--- config.mk ---
export PLATFORM = sky130hd
export DESIGN_NAME = amx_div_step
export DESIGN_NICKNAME = d
export VERILOG_FILES = /design/src/design/amx_pkg.sv /design/src/design/amx_div_step.sv
export SDC_FILE = /design/constraint.sdc
export NUM_CORES = 2
export LEC_CHECK = 0
export ABC_CLOCK_PERIOD_IN_PS = 43200
export BUFFER_PORTS_ARGS = -buffer_cell sky130_fd_sc_hd__clkbuf_2
export CAP_MARGIN = 20
export CORE_AREA = 2 2 512 514
export DETAILED_ROUTE_END_ITERATION = 8
export DIE_AREA = 0 0 514 516
export PLACE_DENSITY = 0.34
export SLEW_MARGIN = 20
export SYNTH_ARGS = -nofsm -noshare
export SYNTH_HDL_FRONTEND = slang
export SYNTH_SLANG_ARGS = --single-unit
--- constraint.sdc ---
create_clock -name clk_i -period 43.2 [get_ports clk_i]
set_input_delay 6.48 -clock clk_i [delete_from_list [all_inputs] [get_ports clk_i]]
set_output_delay 6.48 -clock clk_i [all_outputs]
set_load 0.01 [all_outputs]
--- src/design/amx_pkg.sv ---
// Package for the affine matrix inverse: divider item types and constants.
// No dependencies.
`default_nettype none
package amx_pkg;

  localparam int LANES = 6;
  localparam int QW    = 32;
  localparam int DW    = 64;

  localparam logic [QW-1:0] POS_MAX = {1'b0, {(QW-1){1'b1}}};
  localparam logic [QW-1:0] NEG_MAG = {1'b1, {(QW-1){1'b0}}};

  // One quotient lane: partial remainder, dividend bits shifting out / quotient
  // bits shifting in, early overflow and result sign.
  typedef struct packed {
    logic [DW-1:0] rem;
    logic [QW-1:0] lq;
    logic          ovf;
    logic          neg;
  } amx_lane_t;

  typedef struct packed {
    amx_lane_t [LANES-1:0] lane;
    logic [DW-1:0]         dmag;
    logic                  singular;
  } amx_div_t;

endpackage
`default_nettype wire

--- src/design/amx_div_step.sv ---
// One restoring-division step on all six quotient lanes, registered.
// Uses amx_pkg.
`default_nettype none
module amx_div_step import amx_pkg::*; (
  input  wire logic     clk_i,
  input  wire logic     rst_ni,
  input  wire logic     in_valid_i,
  output logic          in_ready_o,
  input  wire amx_div_t in_data_i,
  output logic          out_valid_o,
  output amx_div_t      out_data_o,
  input  wire logic     out_ready_i
);

  logic     v_q;
  amx_div_t data_q, data_d;

  assign in_ready_o = !v_q || out_ready_i;

  always_comb begin
    logic [DW:0] r2;
    logic        ge;
    r2 = '0;
    ge = 1'b0;
    data_d = in_data_i;
    for (int i = 0; i < LANES; i++) begin
      r2 = {in_data_i.lane[i].rem, in_data_i.lane[i].lq[QW-1]};
      ge = r2 >= {1'b0, in_data_i.dmag};
      if (ge) r2 = r2 - {1'b0, in_data_i.dmag};
      data_d.lane[i].rem = r2[DW-1:0];
      data_d.lane[i].lq  = {in_data_i.lane[i].lq[QW-2:0], ge};
    end
  end

  always_ff @(posedge clk_i or negedge rst_ni) begin
    if (!rst_ni) begin
      v_q <= 1'b0;
    end else if (in_ready_o) begin
      v_q <= in_valid_i;
    end
  end

  always_ff @(posedge clk_i) begin
    if (in_ready_o) data_q <= data_d;
  end

  assign out_valid_o = v_q;
  assign out_data_o  = data_q;

endmodule
`default_nettype wire

==> results.yml <==
yosys:
  syn_inst: 4654
  ys_ff_latch: 654
  ys_types: 91
  ys_top_cells_by_area: "edfxtp_1 (43%), ha_1 (10%), a21oi_1 (6.5%)"
  yosys.area_share.simple_pct: 12.5
  synth_top_family_by_area: "compound AO/OA/AOI/OAI gates"
  synth_top_area_cell: "edfxtp_1"
  ys.warnings.count: 0
  synth_xor_area_share_pct: 6.73
  muxShareOfSynthArea_pct: 3.65
  synthArstFlopShare_pct: 0.153
  synth.avg_cell_area_um2: 9.90
  synth-edff-count: 653
  synth_top_area_share_pct: 42.6
  synth_flop_cell: "edfxtp_1"
  seq_area_frac_synth_pct: 42.6
  netlist_area_mm2: 0.0461
  synth_fa_ha_area_share_pct: 10.7
  synth_compound_area_share_pct: 20.4
  syn_nets: 5701
finish:
  syn2layout_area_growth_pct: 30.0
  drive_gt1_share_pct: 28.3
  stdcell_area_mm2: 0.0599
  mostFrequentLayoutCells: "clkbuf_2 (1311), edfxtp_1 (653), a21oi_1 (593), nor2_1 (404), ha_1 (384)"
  nNetsFinal: 6974
  final_util_pct: 23.1
  finalNonFillerCells: 9441
  final_common_cell: "clkbuf_2"
timing:
  hold_viol_final: 0
  setup_viol: 0
  setup-tns-final_ns: 0
  period_needed_ns: 13.95
  rsz0062_at_grt: "no"
  worst_pin_slew_ns: 1.11
  fin_skew_ns: 0.0833
  final.period_utilization_pct: 32.3
  fmax_mhz: 71.7
  slew_headroom_pct: 25.4
  maxSlewViolCount: 0
clock_network:
  cts_root_buf: "clkbuf_16"
  cts_setup_buffers: 0
  htree_levels: 3
  cts_tree: "built"
  cts_buffers: 93
  ctsResizeCount: 0
  clockBufferDepth: 3
  clkTransAtPathRegs_ns: 0.06
  clock-sinks: 654
  clk_latency_ns: 0.79
  hold_buffers: 0
global_routing:
  first_global_vias: 43800
  antenna_found_initial: 98
  grt_pass1_wl_mm: 366
  grt_overflow: 0
  grt_use_total_pct: 19.9
  grt_start_max_net_pins: 81
status:
  status: "finished, final reports clean"
critical_path:
  cp-endpoint: "in_ready_o"
  r2r-end: "out_data_o[266]$_DFFE_PP_"
  end_kind: "primary output"
  crit_start: "out_ready_i"
  arrival_ns: 7.47
  max_stage_delay_ns: 0.57
  slowest_stage: "nand2b_4"
  crit_top_cell: "clkbuf_2"
  path_class: "input pin to primary output"
  required_ns: 36.72
  path_cells: "clkbuf_2 -> nand2b_4 -> clkbuf_2"
  cp_max_fo: 21
  startpoint_type: "input pin"
  r2r_slack_ns: 38.41
  r2r_start: "out_valid_o$_DFFE_PN0P_"
  ff2ff_path_depth: 6
die:
  start_util_pct: 17.8
  coreArea_mm2: 0.259
  die_h_um: 516
  die_area_mm2: 0.265
  die_width_um: 514
  io_pins: 1312
  rows: 187
route:
  vias_per_cell: 4.57
  drtAntennaViolNets: 0
  drc: 0
  wl_per_cell_um: 29.3
  num_vias: 43100
  first_pass_iters: 5
  finalWirelength_mm: 277
  first_iter_violations: 3049
place:
  place.gp.congestion: 0.900
  dp_cells: 9234
  dpl.hpwl_mm: 233
  portBuffers: 1311
  placed_area_mm2: 0.0566
power:
  p_leak_nw: 25.9
  power.density_mw_per_mm2: 40.7
  vdd_drop_max_v: 0.0000311
flow_run:
  maxCapViolCount: 0
min_path:
  hold_path.class: "register to register"
-- state kept, by name, indices dropped and copies added (netlist names) --
register,flops
out_data_o,653
out_valid_o,1
-- critical path, delay by kind of cell --
kind | cells | cell delay (ns)
buffers and inverters | 2 | 0.34
and+or+nand+nor | 1 | 0.57
-- per-layer routing --
metal | vias up | routed length [um] | share of wire, % | global-route usage, %
li1 | 20000 | - | - | -
met1 | 21300 | 108000 | 39 | 22.4
met2 | 1414 | 142000 | 51 | 36.6
met3 | 331 | 15700 | 5.7 | 4.03
met4 | 38 | 10900 | 3.9 | 7.77
met5 | - | 249 | 0.090 | 0
-- layout make-up --
| cell class | count | area [um2] |
|---|---|---|
| inverters | 170 | 638 |
| fillers | 28500 | 199000 |
| repair buffers | 1387 | 7130 |
| multi-input cells | 3621 | 24900 |
| well taps | 3402 | 4260 |
| clock buffers | 105 | 2390 |
| diodes | 36 | 90.1 |
| flip-flops and latches | 654 | 19600 |
| clock inverters | 66 | 835 |
-- cell usage after synthesis (all sizes together), types with 17 or more instances --
library cell and instances:
edfxtp 653, a21oi 596, nor2 404, ha 384, nand2 351, o21ai 293, a21o 247, xnor2 217
inv 170, clkbuf 138, xor2 137, mux2 130, nand4 116, buf 71, nand3 68, o21bai 63
a31oi 58, nor2b 53, nand2b 52, nor3 50, o21a 46, and3 44, o31ai 26, o211ai 22
a21boi 21, a211oi 19, nor4 19, and2 17
-- worst min-delay path by stage --
| stage | slack [ns] | startpoint | to | depth (start not counted) |
|---|---|---|---|---|
| 2_1_floorplan | 6.18 | rst_ni | out_valid_o$_DFFE_PN0P_ | 0 |
| 3_5_place_dp | 1.08 | out_valid_o$_DFFE_PN0P_ | out_valid_o$_DFFE_PN0P_ | 2 |
| 5_1_grt | 1.10 | out_valid_o$_DFFE_PN0P_ | out_valid_o$_DFFE_PN0P_ | 2 |
| 3_3_place_gp | 1.07 | out_valid_o$_DFFE_PN0P_ | out_valid_o$_DFFE_PN0P_ | 2 |
| 6_report | 1.06 | out_valid_o$_DFFE_PN0P_ | out_valid_o$_DFFE_PN0P_ | 2 |
| 4_1_cts | 1.11 | out_valid_o$_DFFE_PN0P_ | out_valid_o$_DFFE_PN0P_ | 2 |
-- power by group --
part / leakage, nW / switching (mW) / total [mW] / internal, mW
Clock: 1.54 / 0.359 / 0.841 / 0.482
Sequential: 6.55 / 0.0499 / 0.862 / 0.812
Combinational: 17.8 / 0.463 / 0.732 / 0.269
-- cells by family (layout without fill, tap and decap cells) --
kind of cell,count (synthesis),count (layout)
AOI/OAI and AO/OA,1513,1513
and+or+nand+nor,1230,1230
DFF,654,654
adders and majority gates,390,390
buffers and inverters,379,1728
xor gates and xnor gates,354,354
muxes,134,134
other,0,36
-- per-stage QoR --
stage	total power [mW]	setup WS [ns]	hold WS [ns]
finish	2.44	29.25	1.06
floorplan	1.29	14.61	6.18
detailed placement	1.62	29.22	1.08
global placement	1.62	29.22	1.07
global route	2.55	29.23	1.10
CTS	2.48	29.21	1.11
Note: power is estimated with default switching activity, not from simulation.
