--- config.mk ---
export PLATFORM = sky130hd
export DESIGN_NAME = amx_back
export DESIGN_NICKNAME = d
export VERILOG_FILES = /design/src/design/amx_pkg.sv /design/src/design/amx_back.sv
export SDC_FILE = /design/constraint.sdc
export NUM_CORES = 1
export LEC_CHECK = 0
export BUFFER_PORTS_ARGS = -buffer_cell sky130_fd_sc_hd__buf_2
export CORE_AREA = 2 2 334 336
export DETAILED_ROUTE_END_ITERATION = 16
export DIE_AREA = 0 0 336 338
export PLACE_DENSITY = 0.3
export SETUP_SLACK_MARGIN = 0.1
export SYNTH_ARGS = -nofsm -noshare
export SYNTH_HDL_FRONTEND = slang
export SYNTH_SLANG_ARGS = --single-unit
--- constraint.sdc ---
create_clock -name clk_i -period 11.2 [get_ports clk_i]
set_input_delay 2.24 -clock clk_i [delete_from_list [all_inputs] [get_ports clk_i]]
set_output_delay 2.24 -clock clk_i [all_outputs]
set_load 0.05 [all_outputs]
--- src/design/amx_pkg.sv ---
// Package for the affine matrix inverse: divider item types and constants.
// No dependencies.
`default_nettype none
package amx_pkg;

  localparam int LANES = 6;
  localparam int QW    = 32;
  localparam int DW    = 64;

  localparam logic [QW-1:0] POS_MAX = {1'b0, {(QW-1){1'b1}}};
  localparam logic [QW-1:0] NEG_MAG = {1'b1, {(QW-1){1'b0}}};

  // One quotient lane: partial remainder, dividend bits shifting out / quotient
  // bits shifting in, early overflow and result sign.
  typedef struct packed {
    logic [DW-1:0] rem;
    logic [QW-1:0] lq;
    logic          ovf;
    logic          neg;
  } amx_lane_t;

  typedef struct packed {
    amx_lane_t [LANES-1:0] lane;
    logic [DW-1:0]         dmag;
    logic                  singular;
  } amx_div_t;

endpackage
`default_nettype wire

--- src/design/amx_back.sv ---
// Output stage: sign, saturation and singular identity select, output register.
// Uses amx_pkg.
`default_nettype none
module amx_back import amx_pkg::*; #(
  parameter int FRAC_BITS = 16
) (
  input  wire logic        clk_i,
  input  wire logic        rst_ni,
  input  wire logic        in_valid_i,
  output logic             in_ready_o,
  input  wire amx_div_t    in_data_i,
  output logic             out_valid_o,
  input  wire logic        out_ready_i,
  output logic [5:0][31:0] coef_o,
  output logic             invertible_o,
  output logic             saturated_o
);

  localparam logic [QW-1:0] ONE = QW'(1) << FRAC_BITS;

  logic             v_q;
  logic [5:0][31:0] coef_q, coef_d;
  logic             inv_q, inv_d;
  logic             sat_q, sat_d;

  assign in_ready_o = !v_q || out_ready_i;

  always_comb begin
    logic [QW-1:0] q;
    logic          s;
    q = '0;
    s = 1'b0;
    sat_d = 1'b0;
    inv_d = !in_data_i.singular;
    for (int i = 0; i < LANES; i++) begin
      q = in_data_i.lane[i].lq;
      if (in_data_i.lane[i].neg) begin
        s = in_data_i.lane[i].ovf || (q > NEG_MAG);
        coef_d[i] = s ? NEG_MAG : QW'(-q);
      end else begin
        s = in_data_i.lane[i].ovf || (q > POS_MAX);
        coef_d[i] = s ? POS_MAX : q;
      end
      sat_d = sat_d | s;
    end
    if (in_data_i.singular) begin
      coef_d = '0;
      coef_d[0] = ONE;
      coef_d[3] = ONE;
      sat_d = 1'b0;
    end
  end

  always_ff @(posedge clk_i or negedge rst_ni) begin
    if (!rst_ni) begin
      v_q <= 1'b0;
    end else if (in_ready_o) begin
      v_q <= in_valid_i;
    end
  end

  always_ff @(posedge clk_i) begin
    if (in_ready_o) begin
      coef_q <= coef_d;
      inv_q  <= inv_d;
      sat_q  <= sat_d;
    end
  end

  assign out_valid_o  = v_q;
  assign coef_o       = coef_q;
  assign invertible_o = inv_q;
  assign saturated_o  = sat_q;

endmodule
`default_nettype wire

==> reports/results.md <==
| Parameter | Value |
| --- | --- |
| Max Clk Rate | 183 MHz |
| Worst Reg-to-Reg Cells | 3 |
| Starting DRT DRC Count | 671 |
| Multiplexer area fraction after synthesis | 0.0794% |
| HPWL after DPL | 49700 um |
| Final antenna-violating net count | 0 |
| Clock network power share | 30.7% |
| Vias per std cell | 4.00 |
| Delay contributed by the slowest stage of the critical path | 450 ps |
| DRC | 0 |
| Avg Cell Area, Syn | 9.00 um2 |
| Number of detailed-route iterations in the first pass | 5 |
| Clock transition at the registers of the reported paths | 90 ps |
| H-Tree Depth | 4 |
| Synth Area in Compound Gates | 22.2% |
| Routed wire length | 65400 um |
| RSZ-0062 raised after global routing | false |
| VDD IR-drop max | 0.106 mV |
| Primary FF master, synth | sky130_fd_sc_hd__edfxtp_1 |
| Pins Over Slew Limit | 0 |
| Area added between synthesis and finish | 34.4% |
| Proportion of synthesized flip-flops having asynchronous set or reset | 0.513% |
| Layout Skew | 8.98 ps |
| Largest family of logic cells by synthesized area | simple AND/OR/NAND/NOR gates |
| Final Hold Vio Count | 0 |
| Wire length of the first global-routing pass | 91400 um |
| Internal power consumption | 1.31 mW |
| Worst Slack Setup Final | 5730 ps |
| Insertion delay to the later sink of the worst-skew pair | 520 ps |
| Commonest non-fill, non-tap cell in the layout | sky130_fd_sc_hd__buf_2 |
| Initial Utilization | 11.5% |
| Cell count of the worst hold path | 1 |
| Cell area after synthesis | 12600 um2 |
| Register bit count reported by yosys | 195 |
| Number of placed instances, taps included | 3233 |
| Number of global-route vias before repair | 12514 |
| EDFF count, synth | 194 |
| Share of the yosys chip area belonging to registers | 46.4% |
| Critical path's slowest cell | sky130_fd_sc_hd__buf_2 |
| Worst slew margin | 20.2% |
| Data required time at the worst endpoint | 8960 ps |
| Reg-to-reg critical path startpoint | out_valid_o |
| Synthesized Nets | 2064 |
| Endpoint of the worst hold path | coef_o[19] |
| Kind of end point of the critical path | output pin |
| Static leakage power | 5.92 nW |
| Placement row count | 122 |
| Count of boundary I/O pins | 853 |
| Detailed-route via count | 13093 |
| Arrival time of data at the critical path endpoint | 3230 ps |
| Sw Ratio | 39.8% |
| Maximum net fanout on the critical path | 36 |
| Outcome | completed |
| Leading cell types in the layout, fill and taps excluded | 403 x sky130_fd_sc_hd__buf_2, 194 x sky130_fd_sc_hd__edfxtp_1, 164 x sky130_fd_sc_hd__nor2_1 |
| Initial antenna violation count | 26 |
| Post-CTS Repair Setup Buffers | 0 |
| Width of the die | 336 um |
| Pwr dens | 129 nW/um2 |
| Parity-gate share of the synthesized area counting xor and xnor cells | 1.67% |
| Remaining Overflow, GRT | 0 |
| Crit Reg-Reg Endpoint | coef_o[106] |
| Area fraction in and, or, nand and nor cells after synthesis | 25.6% |
| Setup violators final | 0 |
| Cell chosen for the clock root | sky130_fd_sc_hd__clkbuf_16 |
| Finished Layout Cells | 3271 |
| Total number of clock tree sinks | 195 |
| RePlAce Congestion | 0.798 |
| Hold Path Class | reg2reg |
| Worst hold-check slack | 988 ps |
| CTS buffer count | 17 |
| Gate power share | 27.8% |
| Pin count of the biggest net entering global routing | 70 |
| Sequential group share of total power | 41.5% |
| Number of instances in the synthesized netlist | 1401 |
| Hold buffer count at CTS | 0 |
| Final non-filler cell area | 16900 um2 |
| Part of the cycle the worst path needs | 48.8% |
| PortBufs | 404 |
| Max-Cap Viols | 0 |
| Quantity of gates resized following cts | 0 |
| Nature of the critical path startpoint | input pin |
| Hold path startpoint | out_valid_o |
| Count of yosys warnings during synthesis | 0 |
| Pre-CTS worst setup slack | 5270 ps |
| Time the worst path needs with I/O delays and setup | 5470 ps |
| Floorplan core area | 110000 um2 |
| R2r setup slk | 8470 ps |
| Switching component of the power | 869 uW |
| Count of unique library cells instantiated by Yosys | 78 |
| Worst-Margin Slew | 1190 ps |
| Count of fill cells added during filler insertion | 12465 |
| Die Area | 114000 um2 |
| Type of the setup path with the least slack | in2out |
| Ordered list of cells on the worst path | buf_2, nand2b_4, buf_2 |
| CTS tree | yes |
| Proportion of layout cells with a drive suffix above 1 | 28.2% |
| Total Routing Usage GR | 11.2% |
| Max Buffers Root-to-Sink | 2 |
| Placed cell area | 16300 um2 |
| Final sum of negative setup slack | 0 ps |
| Most used cell along the critical path | sky130_fd_sc_hd__buf_2 |
| Synthesized-area fraction occupied by adder cells | 0.596% |
| Total number of nets in the final design | 2427 |
| Die Ht | 338 um |
| Routed length per placed instance | 20.0 um |
[worst max path at each step]
stage | from | endpoint | cells after the start
6_report | out_ready_i | in_ready_o | 3
5_1_grt | out_ready_i | in_ready_o | 3
4_1_cts | out_ready_i | in_ready_o | 3
3_5_place_dp | in_data_i[264] | coef_o[69] | 9
3_3_place_gp | in_data_i[264] | coef_o[91] | 9
2_1_floorplan | out_ready_i | in_ready_o | 1
[through the flow]
step	util [%]	total power [mW]
floorplan	-	1.31
global placement	14.9	1.54
detailed placement	14.9	1.54
CTS	15.4	2.25
global route	15.4	2.30
finish	15.4	2.18
[layer usage]
| metal | track usage (%) | routed length [um] | vias up |
|---|---|---|---|
| li1 | - | - | 6199 |
| met1 | 13.7 | 27900 | 6342 |
| met2 | 17.4 | 29700 | 450 |
| met3 | 5.29 | 6490 | 68 |
| met4 | 3.27 | 1070 | 34 |
| met5 | 0 | 210 | - |
[final cells by class]
type	instances	area [um2]	area share (%)
clock buffer	18	429	2.53
tap	1488	1860	11.0
antenna	6	15.0	0.0887
clock inverter	14	140	0.828
sequential	195	5850	34.6
timing repair buffer	425	2180	12.9
inverter	34	128	0.754
multi-input combinational	1091	6330	37.4
[power by group through the flow]
| stage | logic (mW) | clock network [mW] | registers, mW |
|---|---|---|---|
| 2_1_floorplan | 0.150 | 0 | 1.16 |
| 3_3_place_gp | 0.618 | 0 | 0.925 |
| 3_5_place_dp | 0.617 | 0 | 0.925 |
| 4_1_cts | 0.619 | 0.719 | 0.909 |
| 5_1_grt | 0.651 | 0.731 | 0.914 |
| 6_report | 0.607 | 0.670 | 0.907 |
[cells in the mapped netlist, drive strengths merged, types with 5 or more instances]
cell type  count  share of area, %
xor2           6              0.42
clkbuf        75               2.2
nor2         165               5.0
nand2        122               3.6
inv           30              0.89
a31o           6              0.42
o21a           5              0.30
o22ai         37               1.8
buf            6              0.22
a31oi         52               2.6
or4           23               1.4
a21o           7              0.42
nand2b        13              0.65
a21boi         8              0.48
nand4b        14              0.97
nand3b         6              0.36
o21ai         92               3.7
nor4          40               2.3
nor3b          9              0.54
ha             6              0.60
xnor2         18               1.3
or2           17              0.84
and2           5              0.25
a221oi         6              0.42
nor4b          7              0.59
and3          11              0.55
or3           33               1.6
a311oi        41               2.8
o31ai         12              0.75
nor3          68               2.7
a21oi        122               4.9
nand3         49               2.0
edfxtp       194                46
nand4         27               1.3
a211oi        20               1.2
[kinds of logic after synthesis]
family	after synthesis
adders and majority gates	6
DFF	195
buffers and inverters	115
and+or+nand+nor	621
muxes	1
xor gates and xnor gates	24
AOI/OAI and AO/OA	439
[critical path, delay by kind of cell]
kind	cells	cell delay [ps]
buffers and inverters	2	530
and+or+nand+nor	1	440
[flip-flops by register name, summed over array words and instances (netlist names)]
name,flops
coef_o,192
out_valid_o,1
saturated_o,1
invertible_o,1
(Power assumes the default switching activity.)
